`src/hdl/mau_pkg.sv`:
```
// ----------------------------------------------------------------------------
// mau_pkg: shared types and constants for the modular arithmetic unit
// Operation codes, sequencer states, widths and the request/status structs
// exchanged between the sequencer and the shared modular multiplier.
// ----------------------------------------------------------------------------
`default_nettype none

package mau_pkg;

  // operand field width; the sign bit is the top bit
  localparam int OPERAND_BITS = 32;
  // residue and modulus width
  localparam int RES_BITS     = 31;
  // multiplier operand width (serial bits per multiply)
  localparam int MUL_X_BITS   = 32;
  localparam int MUL_CNT_BITS = $clog2(MUL_X_BITS);
  localparam logic [RES_BITS-1:0] MODULUS_RESET = RES_BITS'(1000000007);

  typedef enum logic [2:0] {
    OP_ADD = 3'd0,
    OP_SUB = 3'd1,
    OP_MUL = 3'd2,
    OP_DIV = 3'd3,
    OP_POW = 3'd4,
    OP_INV = 3'd5
  } op_t;

  typedef enum logic [3:0] {
    S_IDLE,
    S_RED_A,
    S_RED_A_W,
    S_RED_B,
    S_RED_B_W,
    S_DISPATCH,
    S_POW_CHK,
    S_POW_MUL,
    S_POW_MUL_W,
    S_POW_SQR,
    S_POW_SQR_W,
    S_MUL,
    S_MUL_W,
    S_OUT
  } state_t;

  // request to the shared multiplier: start with x * y mod modulus
  typedef struct packed {
    logic                  start;
    logic [MUL_X_BITS-1:0] x;
    logic [RES_BITS-1:0]   y;
  } mul_req_t;

  // multiplier status
  typedef struct packed {
    logic                busy;
    logic                done;
    logic [RES_BITS-1:0] prod;
  } mul_sts_t;

endpackage

`default_nettype wire

```
`src/hdl/mau_mulmod.sv`:
```
// ----------------------------------------------------------------------------
// mau_mulmod: bit-serial modular multiplier
// Interleaved shift-add multiply with reduction: one bit of x per cycle,
// MSB first. Needs y below the modulus; x may be any 32-bit value.
// ----------------------------------------------------------------------------
`default_nettype none

module mau_mulmod (
  input  logic                         clk,
  input  logic                         rst_n,
  input  mau_pkg::mul_req_t            req,
  input  logic [mau_pkg::RES_BITS-1:0] modulus,
  output mau_pkg::mul_sts_t            sts
);
  import mau_pkg::*;

  logic                    busy_r;
  logic                    done_r;
  logic [MUL_CNT_BITS-1:0] cnt_r;
  logic [MUL_X_BITS-1:0]   x_r;
  logic [RES_BITS-1:0]     y_r;
  logic [RES_BITS-1:0]     acc_r;

  logic [RES_BITS:0] m_ext;
  logic [RES_BITS:0] dbl;
  logic [RES_BITS:0] dbl_red;
  logic [RES_BITS:0] sum;
  logic [RES_BITS:0] sum_red;

  // one step: acc = (2*acc + bit*y) mod m, two conditional subtracts
  always_comb begin
    m_ext   = {1'b0, modulus};
    dbl     = {acc_r, 1'b0};
    dbl_red = (dbl >= m_ext) ? (dbl - m_ext) : dbl;
    sum     = dbl_red + (x_r[MUL_X_BITS-1] ? {1'b0, y_r} : '0);
    sum_red = (sum >= m_ext) ? (sum - m_ext) : sum;
  end

  // control
  always_ff @(posedge clk) begin
    if (!rst_n) begin
      busy_r <= 1'b0;
      done_r <= 1'b0;
      cnt_r  <= '0;
    end else begin
      done_r <= 1'b0;
      if (req.start) begin
        busy_r <= 1'b1;
        cnt_r  <= '0;
      end else if (busy_r) begin
        cnt_r <= cnt_r + 1'b1;
        if (cnt_r == MUL_CNT_BITS'(MUL_X_BITS - 1)) begin
          busy_r <= 1'b0;
          done_r <= 1'b1;
        end
      end
    end
  end

  // datapath
  always_ff @(posedge clk) begin
    if (req.start) begin
      x_r   <= req.x;
      y_r   <= req.y;
      acc_r <= '0;
    end else if (busy_r) begin
      x_r   <= {x_r[MUL_X_BITS-2:0], 1'b0};
      acc_r <= sum_red[RES_BITS-1:0];
    end
  end

  assign sts.busy = busy_r;
  assign sts.done = done_r;
  assign sts.prod = acc_r;

endmodule

`default_nettype wire

```
`src/hdl/modular_arithmetic_unit.sv`:
```
// ----------------------------------------------------------------------------
// modular_arithmetic_unit: add, subtract, multiply, divide, power, inverse
// Works on one word at a time. A modulus below two gives a zero result
// with no reduction; otherwise both signed operands are first reduced with
// the shared bit-serial multiplier, then the operation runs: add and
// subtract in the dispatch state, multiply in one multiplier pass, power
// and inverse as a square-and-multiply loop of up to two multiplies per
// exponent bit, divide as that loop on modulus-2 plus a final multiply.
// Every multiply goes through the one shared 32-step multiplier. The input
// is stalled from acceptance until the result word is taken.
// ----------------------------------------------------------------------------
`default_nettype none

module modular_arithmetic_unit (
  input  logic                         clk,
  input  logic                         rst_n,
  // configuration
  input  logic                         cfg_we,
  input  logic [mau_pkg::RES_BITS-1:0] cfg_wdata,
  // input channel
  input  logic                         in_valid,
  output logic                         in_stall,
  input  logic [2:0]                   in_operation,
  input  logic signed [31:0]           in_operand_a,
  input  logic signed [31:0]           in_operand_b,
  input  logic [30:0]                  in_exponent,
  // result channel
  output logic                         out_valid,
  input  logic                         out_stall,
  output logic [mau_pkg::RES_BITS-1:0] out_result
);
  import mau_pkg::*;

  state_t state_r;
  state_t state_nxt;

  logic [RES_BITS-1:0]     modulus_r;
  op_t                     op_r;
  logic [OPERAND_BITS-1:0] a_raw_r;
  logic [OPERAND_BITS-1:0] b_raw_r;
  logic [RES_BITS-1:0]     av_r;
  logic [RES_BITS-1:0]     bv_r;
  logic [RES_BITS-1:0]     base_r;
  logic [RES_BITS-1:0]     acc_r;
  logic [RES_BITS-1:0]     e_r;
  logic [RES_BITS-1:0]     res_r;

  mul_req_t mul_req;
  mul_sts_t mul_sts;

  logic                    in_acc;
  logic [OPERAND_BITS-1:0] a_mag;
  logic [OPERAND_BITS-1:0] b_mag;
  logic                    red_neg;
  logic [RES_BITS-1:0]     red_fix;
  logic [RES_BITS:0]       add_sum;
  logic [RES_BITS:0]       add_res;
  logic [RES_BITS:0]       sub_res;
  logic                    mod_small;

  assign in_acc    = in_valid && !in_stall;
  assign mod_small = (modulus_r < RES_BITS'(2));

  // operand magnitudes and sign fix after reduction
  always_comb begin
    a_mag   = a_raw_r[OPERAND_BITS-1] ? (~a_raw_r + 1'b1) : a_raw_r;
    b_mag   = b_raw_r[OPERAND_BITS-1] ? (~b_raw_r + 1'b1) : b_raw_r;
    red_neg = (state_r == S_RED_A_W) ? a_raw_r[OPERAND_BITS-1] : b_raw_r[OPERAND_BITS-1];
    red_fix = (red_neg && (mul_sts.prod != '0)) ? (modulus_r - mul_sts.prod) : mul_sts.prod;
  end

  // add and subtract of reduced operands
  always_comb begin
    add_sum = {1'b0, av_r} + {1'b0, bv_r};
    add_res = (add_sum >= {1'b0, modulus_r}) ? (add_sum - {1'b0, modulus_r}) : add_sum;
    sub_res = (av_r >= bv_r) ? ({1'b0, av_r} - {1'b0, bv_r})
                             : ({1'b0, av_r} + {1'b0, modulus_r} - {1'b0, bv_r});
  end

  // shared multiplier
  mau_mulmod u_mulmod (
    .clk     (clk),
    .rst_n   (rst_n),
    .req     (mul_req),
    .modulus (modulus_r),
    .sts     (mul_sts)
  );

  // next state
  always_comb begin
    state_nxt = state_r;
    unique case (state_r)
      S_IDLE: begin
        if (in_acc) state_nxt = mod_small ? S_OUT : S_RED_A;
      end
      S_RED_A:   state_nxt = S_RED_A_W;
      S_RED_A_W: if (mul_sts.done) state_nxt = S_RED_B;
      S_RED_B:   state_nxt = S_RED_B_W;
      S_RED_B_W: if (mul_sts.done) state_nxt = S_DISPATCH;
      S_DISPATCH: begin
        unique case (op_r)
          OP_MUL:  state_nxt = S_MUL;
          OP_DIV:  state_nxt = (bv_r == '0) ? S_OUT : S_POW_CHK;
          OP_POW:  state_nxt = S_POW_CHK;
          OP_INV:  state_nxt = (av_r == '0) ? S_OUT : S_POW_CHK;
          default: state_nxt = S_OUT;
        endcase
      end
      S_POW_CHK: begin
        priority if (e_r == '0) state_nxt = (op_r == OP_DIV) ? S_MUL : S_OUT;
        else if (e_r[0])        state_nxt = S_POW_MUL;
        else                    state_nxt = S_POW_SQR;
      end
      S_POW_MUL: state_nxt = S_POW_MUL_W;
      S_POW_MUL_W: begin
        if (mul_sts.done) state_nxt = (e_r == RES_BITS'(1)) ? S_POW_CHK : S_POW_SQR;
      end
      S_POW_SQR:   state_nxt = S_POW_SQR_W;
      S_POW_SQR_W: if (mul_sts.done) state_nxt = S_POW_CHK;
      S_MUL:       state_nxt = S_MUL_W;
      S_MUL_W:     if (mul_sts.done) state_nxt = S_OUT;
      S_OUT:       if (!out_stall) state_nxt = S_IDLE;
      default:     state_nxt = S_IDLE;
    endcase
  end

  // outputs and multiplier requests
  always_comb begin
    in_stall      = (state_r != S_IDLE);
    out_valid     = (state_r == S_OUT);
    mul_req.start = 1'b0;
    mul_req.x     = '0;
    mul_req.y     = '0;
    unique case (state_r)
      S_RED_A: begin
        mul_req.start = 1'b1;
        mul_req.x     = MUL_X_BITS'(a_mag);
        mul_req.y     = RES_BITS'(1);
      end
      S_RED_B: begin
        mul_req.start = 1'b1;
        mul_req.x     = MUL_X_BITS'(b_mag);
        mul_req.y     = RES_BITS'(1);
      end
      S_POW_MUL: begin
        mul_req.start = 1'b1;
        mul_req.x     = MUL_X_BITS'(acc_r);
        mul_req.y     = base_r;
      end
      S_POW_SQR: begin
        mul_req.start = 1'b1;
        mul_req.x     = MUL_X_BITS'(base_r);
        mul_req.y     = base_r;
      end
      S_MUL: begin
        mul_req.start = 1'b1;
        mul_req.x     = MUL_X_BITS'(av_r);
        mul_req.y     = (op_r == OP_DIV) ? acc_r : bv_r;
      end
      default: ;
    endcase
  end

  // state and configuration register
  always_ff @(posedge clk) begin
    if (!rst_n) begin
      state_r   <= S_IDLE;
      modulus_r <= MODULUS_RESET;
    end else begin
      state_r <= state_nxt;
      if (cfg_we) modulus_r <= cfg_wdata;
    end
  end

  // datapath
  always_ff @(posedge clk) begin
    unique case (state_r)
      S_IDLE: begin
        if (in_acc) begin
          op_r    <= op_t'(in_operation);
          a_raw_r <= in_operand_a[OPERAND_BITS-1:0];
          b_raw_r <= in_operand_b[OPERAND_BITS-1:0];
          e_r     <= in_exponent;
          res_r   <= '0;
        end
      end
      S_RED_A_W: if (mul_sts.done) av_r <= red_fix;
      S_RED_B_W: if (mul_sts.done) bv_r <= red_fix;
      S_DISPATCH: begin
        acc_r <= RES_BITS'(1);
        unique case (op_r)
          OP_ADD: res_r <= add_res[RES_BITS-1:0];
          OP_SUB: res_r <= sub_res[RES_BITS-1:0];
          OP_DIV: begin
            base_r <= bv_r;
            e_r    <= modulus_r - RES_BITS'(2);
          end
          OP_POW: base_r <= av_r;
          OP_INV: begin
            base_r <= av_r;
            e_r    <= modulus_r - RES_BITS'(2);
          end
          default: res_r <= '0;
        endcase
      end
      S_POW_CHK: if (e_r == '0) res_r <= acc_r;
      S_POW_MUL_W: begin
        if (mul_sts.done) begin
          acc_r <= mul_sts.prod;
          if (e_r == RES_BITS'(1)) e_r <= '0;
        end
      end
      S_POW_SQR_W: begin
        if (mul_sts.done) begin
          base_r <= mul_sts.prod;
          e_r    <= {1'b0, e_r[RES_BITS-1:1]};
        end
      end
      S_MUL_W: if (mul_sts.done) res_r <= mul_sts.prod;
      default: ;
    endcase
  end

  assign out_result = res_r;

  // checks
  a_mul_start_idle: assert property (@(posedge clk) disable iff (!rst_n)
    mul_req.start |-> !mul_sts.busy)
    else $error("multiplier started while busy");

  a_mul_done_waited: assert property (@(posedge clk) disable iff (!rst_n)
    mul_sts.done |-> (state_r == S_RED_A_W || state_r == S_RED_B_W ||
                      state_r == S_POW_MUL_W || state_r == S_POW_SQR_W ||
                      state_r == S_MUL_W))
    else $error("multiplier finished outside a wait state");

  a_result_reduced: assert property (@(posedge clk) disable iff (!rst_n)
    (out_valid && !mod_small) |-> (out_result < modulus_r))
    else $error("result not below modulus");

  a_small_mod_zero: assert property (@(posedge clk) disable iff (!rst_n)
    (out_valid && mod_small) |-> (out_result == '0))
    else $error("nonzero result with modulus below two");

endmodule

`default_nettype wire

```
`config.mk`:
```
export PLATFORM = sky130hd
export DESIGN_NAME = modular_arithmetic_unit
export DESIGN_NICKNAME = d
export VERILOG_FILES = /design/src/hdl/mau_pkg.sv /design/src/hdl/mau_mulmod.sv /design/src/hdl/modular_arithmetic_unit.sv
export SDC_FILE = /design/constraint.sdc
export NUM_CORES = 1
export LEC_CHECK = 0
export BUFFER_PORTS_ARGS = -buffer_cell sky130_fd_sc_hd__buf_2
export CELL_PAD_IN_SITES_DETAIL_PLACEMENT = 1
export CELL_PAD_IN_SITES_GLOBAL_PLACEMENT = 2
export CORE_ASPECT_RATIO = 0.6
export CORE_MARGIN = 1
export CORE_UTILIZATION = 40
export DETAILED_ROUTE_END_ITERATION = 10
export PLACE_DENSITY = 0.88
export SYNTH_ARGS = -nofsm -noshare
export SYNTH_HDL_FRONTEND = slang
export SYNTH_SLANG_ARGS = --single-unit
```
`constraint.sdc`:
```
create_clock -name clk -period 8.1 [get_ports clk]
set_input_delay 0.81 -clock clk [delete_from_list [all_inputs] [get_ports clk]]
set_output_delay 0.81 -clock clk [all_outputs]
set_load 0.05 [all_outputs]
```
# Yosys cells after proc, flatten, opt, wreduce, memory -nomap -nowiden
# Cells that the tools add are included.
dict set report word_totals {
  ff_bits 389
  inputBits 134
  out_inout_bits 33
  elab_cells 146
}
dict set report classes {
  n_addsub 13
  order_cmp 5
  eq_ne 32
  n_mux 47
  n_bitwise 4
  n_reduce_logical 28
}
# cell count
set op_table {}
lappend op_table {{$mux W31} 14}
lappend op_table {{$pmux W64 S5} 1}
lappend op_table {{$pmux W31 S4} 2}
lappend op_table {{$pmux W31 S2} 3}
lappend op_table {{$mux W32} 5}
lappend op_table {{$sub A31 B31 Y31} 5}
lappend op_table {{$ge A32 B31 Y1} 3}
lappend op_table {{$logic_not A31 Y1} 3}
lappend op_table {{$pmux W31 S3} 1}
lappend op_table {{$add A32 B1 Y32 const B} 2}
lappend op_table {{$not A32 Y32} 2}
lappend op_table {{$pmux W4 S14} 1}
lappend op_table {{$mux W4} 13}
lappend op_table {{$add A31 B31 Y32} 1}
lappend op_table {{$add A32 B31 Y32} 1}
lappend op_table {{$sub A32 B31 Y32} 1}
lappend op_table {{$add A31 B31 Y31} 1}
lappend op_table {{$eq A31 B1 Y1 const B} 1}
lappend op_table {{$ge A31 B31 Y1} 1}
lappend op_table {{$lt A31 B2 Y1 const B} 1}
lappend op_table {{$reduce_bool A31 Y1} 1}
lappend op_table {{$sub A31 B2 Y31 const B} 1}
lappend op_table {{$eq A4 B4 Y1 const B} 6}
lappend op_table {{$eq A4 B3 Y1 const B} 4}
lappend op_table {{other kinds (27)} 55}

# Logic depth before layout (Yosys ltp)
dict set report logic_depth {
  word_depth 5
  mapped_depth 37
  mapped_depth_nobuf 33
}

# Modules after synthesis
# From an unflattened synthesis, not the netlist that was laid out.
dict set report unflattened {
  hier_cells 3847
  area_unflattened_um2 33771.1
}
# mod n_inst cells_each area_each_um2 seq_area_each_um2
set by_module_without_submodules {}
lappend by_module_without_submodules {modular_arithmetic_unit 1 2694 24015.5 8298.0}
lappend by_module_without_submodules {mau_mulmod 1 1153 9755.6 2652.5}

# Worst setup path after synthesis
# OpenSTA, ideal clock, no wires.
dict set report synth_path {
  kind {reg2reg}
  startpoint {register modulus_r[1]}
  endpoint {register u_mulmod.acc_r[29]}
  setup_time_ns 0.070
  t_arrival_ns 7.291
  required_time_ns 8.030
  path_slack_ns 0.739
  stages_incl_launch_ff 36
  n_path_buf 3
  period_less_slack_ns 7.361
  cell_sequence {dfxtp_1 inv_1 fa_1 a21o_1 a221oi_2 and3b_1 a2111oi_1 o41ai_2 and2_1 clkbuf_1 clkbuf_1 buf_1 nor2_1 ha_1 inv_1 fa_1 nor2b_1 o31a_1 o2111ai_1 a21oi_1 nand4bb_1 nand2b_1 nor2b_1 xnor2_1 ha_1 a21oi_1 nand2_1 or3_1 a2111o_1 a31o_2 a2111o_1 a31o_2 a21oi_1 xnor2_1 mux2i_1 a21oi_1}
}
dict set report synth_via {
  elab_chain_len 5
  word_cells_on_any_way 7
  classes_between {add/sub: 3; order compare: 2; mux: 2}
}
# item line_no
set synth_lines {}
lappend synth_lines {{start: declaration} modular_arithmetic_unit.sv:37} ;# logic [RES_BITS-1:0] modulus_r;
lappend synth_lines {{start signal: assignment} modular_arithmetic_unit.sv:171} ;# if (cfg_we) modulus_r <= cfg_wdata;
lappend synth_lines {{$sub A32 B31 Y32 or $ge A32 B31 Y1 (tied branches)} mau_mulmod.sv:34} ;# dbl_red = (dbl >= m_ext) ? (dbl - m_ext) : dbl;
lappend synth_lines {{$mux W32} mau_mulmod.sv:34}
lappend synth_lines {{$add A32 B31 Y32} mau_mulmod.sv:35} ;# sum = dbl_red + (x_r[MUL_X_BITS-1] ? {1'b0, y_r} : '0);
lappend synth_lines {{$sub A31 B31 Y31 or $ge A32 B31 Y1 (tied branches)} mau_mulmod.sv:36} ;# sum_red = (sum >= m_ext) ? (sum - m_ext) : sum;
lappend synth_lines {{$mux W31 *} mau_mulmod.sv:36}
lappend synth_lines {{end signal: assignment} mau_mulmod.sv:68} ;# acc_r <= sum_red[RES_BITS-1:0];
lappend synth_lines {{end: declaration} mau_mulmod.sv:22} ;# logic [RES_BITS-1:0] acc_r;
# Every way passes the cells marked *; elsewhere a longest branch is shown, timed or not.
# A chain may end at the register's enable or synchronous reset.

# Final worst setup path
dict set report layout_path {
  startpoint {register modulus_r[14]}
  endpoint {register u_mulmod.acc_r[3]}
}
dict set report layout_via {
  elab_chain_len 5
  word_cells_on_any_way 7
  classes_between {add/sub: 3; order compare: 2; mux: 2}
}
# item line_no
set layout_lines {}
lappend layout_lines {{$sub A32 B31 Y32 or $ge A32 B31 Y1 (tied branches)} mau_mulmod.sv:34}
lappend layout_lines {{$mux W32} mau_mulmod.sv:34}
lappend layout_lines {{$add A32 B31 Y32} mau_mulmod.sv:35}
lappend layout_lines {{$ge A32 B31 Y1 or $sub A31 B31 Y31 (tied branches)} mau_mulmod.sv:36}
lappend layout_lines {{$mux W31 *} mau_mulmod.sv:36}
# Marks and branches as above.

==> impl_metrics.json <==
{
  "status": "completed",
  "clockBufferDepth": 3,
  "max_cap_viol_count": 0,
  "final_cell_area_um2": 37030,
  "synth.distinct_cells": 92,
  "fin_ws_ns": 0.2670,
  "gp_congestion": 1.095,
  "cp_max_fo": 23,
  "drt_iter0_markers": 4941,
  "slowest_stage": "nor4_1",
  "multiInputGateArea_um2": 20460,
  "finalCriticalPeriod_ns": 7.833,
  "drive_gt1_share_pct": 11.25,
  "rr_startpoint": "modulus_r[14]$_SDFFE_PN1P_",
  "portBuffers": 166,
  "min_path_cells": 1,
  "grt-ovfl-total": 0,
  "seq_area_um2": 10960,
  "powerDensity_nw_per_um2": 417.3,
  "synth_ff_type": "edfxtp_1",
  "period_share_pct": 96.70,
  "r2r_cells": 32,
  "via_per_inst": 6.460,
  "grt_usage_pct": 36.67,
  "synth_seq_cells": 389,
  "finClkSkew_ns": 0.03231,
  "p_leak_nw": 14.88,
  "fp.dieArea_um2": 83430,
  "synth_fp_nets": 4134,
  "tritoncts": "done",
  "hp-class": "in2reg",
  "arrival_ns": 8.38,
  "drc": 0,
  "met2_usage_pct": 46.08,
  "end_kind": "flop",
  "avgSynthCellArea_um2": 8.867,
  "dp_hpwl_mm": 123.0,
  "cp_num_buf_inv": 4,
  "grt_util_met1_pct": 55.06,
  "wl_mm": 155.7,
  "worstSetupStartpointType": "flop",
  "postRouteAntennaNets": 0,
  "die_w_um": 372.2,
  "crit_required_ns": 8.64,
  "syn-instance-count": 3710,
  "hold_ws_ns": 0.3526,
  "rsz0062_at_grt": "no",
  "holdBufCountCts": 0,
  "grt_pass1_wl_mm": 221.2,
  "grt_max_degree": 94,
  "h-tree-depth": 2,
  "vdd_drop_max_uv": 371.6,
  "clkTransAtPathRegs_ns": 0.07,
  "areaGrowthSynthToFinish_pct": 12.57,
  "ys_async_sr_fraction_pct": 0,
  "synth_area_um2": 32900,
  "numCtsBuffers": 44,
  "num_rows": 81,
  "cts.sinks": 389,
  "finalMaxSlewViolations": 0,
  "worst_pin_slew_ns": 1.399,
  "drt_first_pass_iters": 10,
  "holdPathEnd": "a_raw_r[26]$_DFFE_PP_",
  "tns_ns": 0,
  "root_buffer": "clkbuf_16",
  "synth_edf_count": 316,
  "hold_path_startpoint": "in_operand_a[26]",
  "grt_pass1_vias": 30934,
  "insertion_delay_ns": 0.63,
  "io_pins": 167,
  "use_met3_pct": 15.85,
  "yosys_warnings": 0,
  "initial_core_util_pct": 40.37,
  "layout_common_cells": "nand2_1 (338), edfxtp_1 (316), o21ai_0 (300)",
  "pre_cts_ws_ns": 0.3647,
  "fmax_mhz": 127.7,
  "r2r_setup_slack_ns": 0.27,
  "antenna_found_initial": 6,
  "rr_endpoint": "u_mulmod.acc_r[3]$_SDFFE_PP0P_",
  "slew_headroom_pct": 6.757,
  "gr-max-usage-layer": "met1",
  "die_h_um": 224.1,
  "final_common_cell": "nand2_1",
  "critPathKind": "reg2reg",
  "routedWlPerCell_um": 31.08,
  "fin_nets": 4319,
  "ys_seq_area_share_pct": 33.29,
  "fill_cells": 9576,
  "path_delay_family": "compound AO/OA/AOI/OAI gates",
  "cts_setup_buffers": 0,
  "slowest_delay_ns": 0.65,
  "vias": 32364,
  "final-setup-viol-count": 0,
  "finalHoldViolations": 0,
  "dpl_cell_area_um2": 35550,
  "coreArea_um2": 81480
}
layout make-up:
| class | instances | area share [%] |
|---|---|---|
| multi-input cells | 2894 | 55.26 |
| clock inverters | 27 | 0.7366 |
| clock buffers | 52 | 3.082 |
| flip-flops and latches | 389 | 29.59 |
| diodes | 3 | 0.02027 |
| inverters | 266 | 2.700 |
| well taps | 1079 | 3.646 |
| repair buffers | 300 | 4.970 |
per-stage QoR:
step | utilization [%] | power, mW | cells
4_1_cts | 45.36 | 14.99 | 5006
3_5_place_dp | 43.62 | 12.88 | 4927
3_3_place_gp | 43.62 | 12.76 | 4927
2_1_floorplan | - | 9.655 | 3710
6_report | 45.44 | 15.45 | 5010
5_1_grt | 45.43 | 16.12 | 5007
state kept, by name (all words and copies together), names as in the netlist:
signal	count
a_raw_r	32
acc_r	31
av_r	31
b_raw_r	32
base_r	31
bv_r	31
e_r	31
modulus_r	31
op_r	3
out_result	31
state_r	4
u_mulmod.acc_r	31
u_mulmod.busy_r	1
u_mulmod.cnt_r	5
u_mulmod.done_r	1
u_mulmod.x_r	32
u_mulmod.y_r	31
cell families (layout without fill, tap and decap cells):
family | count (synthesis) | after routing | synth area share [%]
buf+inv | 427 | 645 | 5.009
flops | 389 | 389 | 33.29
simple gates | 1028 | 1028 | 15.20
other cells | 0 | 3 | 0
fa+ha+maj | 290 | 290 | 11.87
xor+xnor | 301 | 301 | 8.014
compound gates | 1144 | 1144 | 22.61
mux | 131 | 131 | 4.001
synthesized netlist by cell type, drive strengths merged (73+ instances only):
master,number,share of area [%]
xor2,76,2.0
a21oi,272,4.1
dfxtp,73,4.4
o21ai,324,5.0
xnor2,225,6.0
nor2,212,2.4
edfxtp,316,29
a21o,85,1.9
nor4,74,1.4
ha,253,9.6
mux2i,127,3.9
nand2,338,3.9
clkbuf,136,1.6
inv,266,3.0
worst max path at each step:
stage / slack, ns / depth (start not counted) / start / end
detailed placement: 0.36 / 33 / modulus_r[21]$_SDFFE_PN0P_ / u_mulmod.acc_r[29]$_SDFFE_PP0P_
global route: 0.02 / 32 / modulus_r[1]$_SDFFE_PN1P_ / u_mulmod.acc_r[13]$_SDFFE_PP0P_
CTS: 0.33 / 33 / modulus_r[21]$_SDFFE_PN0P_ / u_mulmod.acc_r[29]$_SDFFE_PP0P_
finish: 0.27 / 32 / modulus_r[14]$_SDFFE_PN1P_ / u_mulmod.acc_r[3]$_SDFFE_PP0P_
floorplan: 0.74 / 35 / modulus_r[1]$_SDFFE_PN1P_ / u_mulmod.acc_r[29]$_SDFFE_PP0P_
global placement: 0.54 / 33 / modulus_r[3]$_SDFFE_PN0P_ / u_mulmod.acc_r[29]$_SDFFE_PP0P_
report_power, final:
part	total [mW]	internal, mW	leakage [nW]	switching [mW]
clock network	2.07	1.09	0.673	0.978
registers	3.32	2.88	3.65	0.432
logic	10.1	3.50	10.6	6.56
total	15.5	7.48	14.9	7.97
worst register-to-register path, delay by kind of cell (launching register included):
family	cells	cell delay [ns]
adder cells (fa/ha/maj)	4	1.21
buffers and inverters	4	0.74
AO/OA/AOI/OAI	12	3.15
flip-flops	1	0.42
XOR/XNOR	1	0.14
AND/OR/NAND/NOR	11	2.09
routing by layer:
| metal | vias to the layer above | part of all wire (%) |
|---|---|---|
| li1 | 14096 | - |
| met1 | 15867 | 45 |
| met2 | 2160 | 36 |
| met3 | 239 | 16 |
| met4 | 2 | 3.0 |
| met5 | - | 0.066 |
what timing repair did:
| item | in CTS | in global routing |
|---|---|---|
| setup endpoints to repair | 0 | 30 |
| endpoints found under the hold margin | 0 | 0 |
| gates resized for setup | 0 | 15 |
Power figures use the tool's default switching activity.
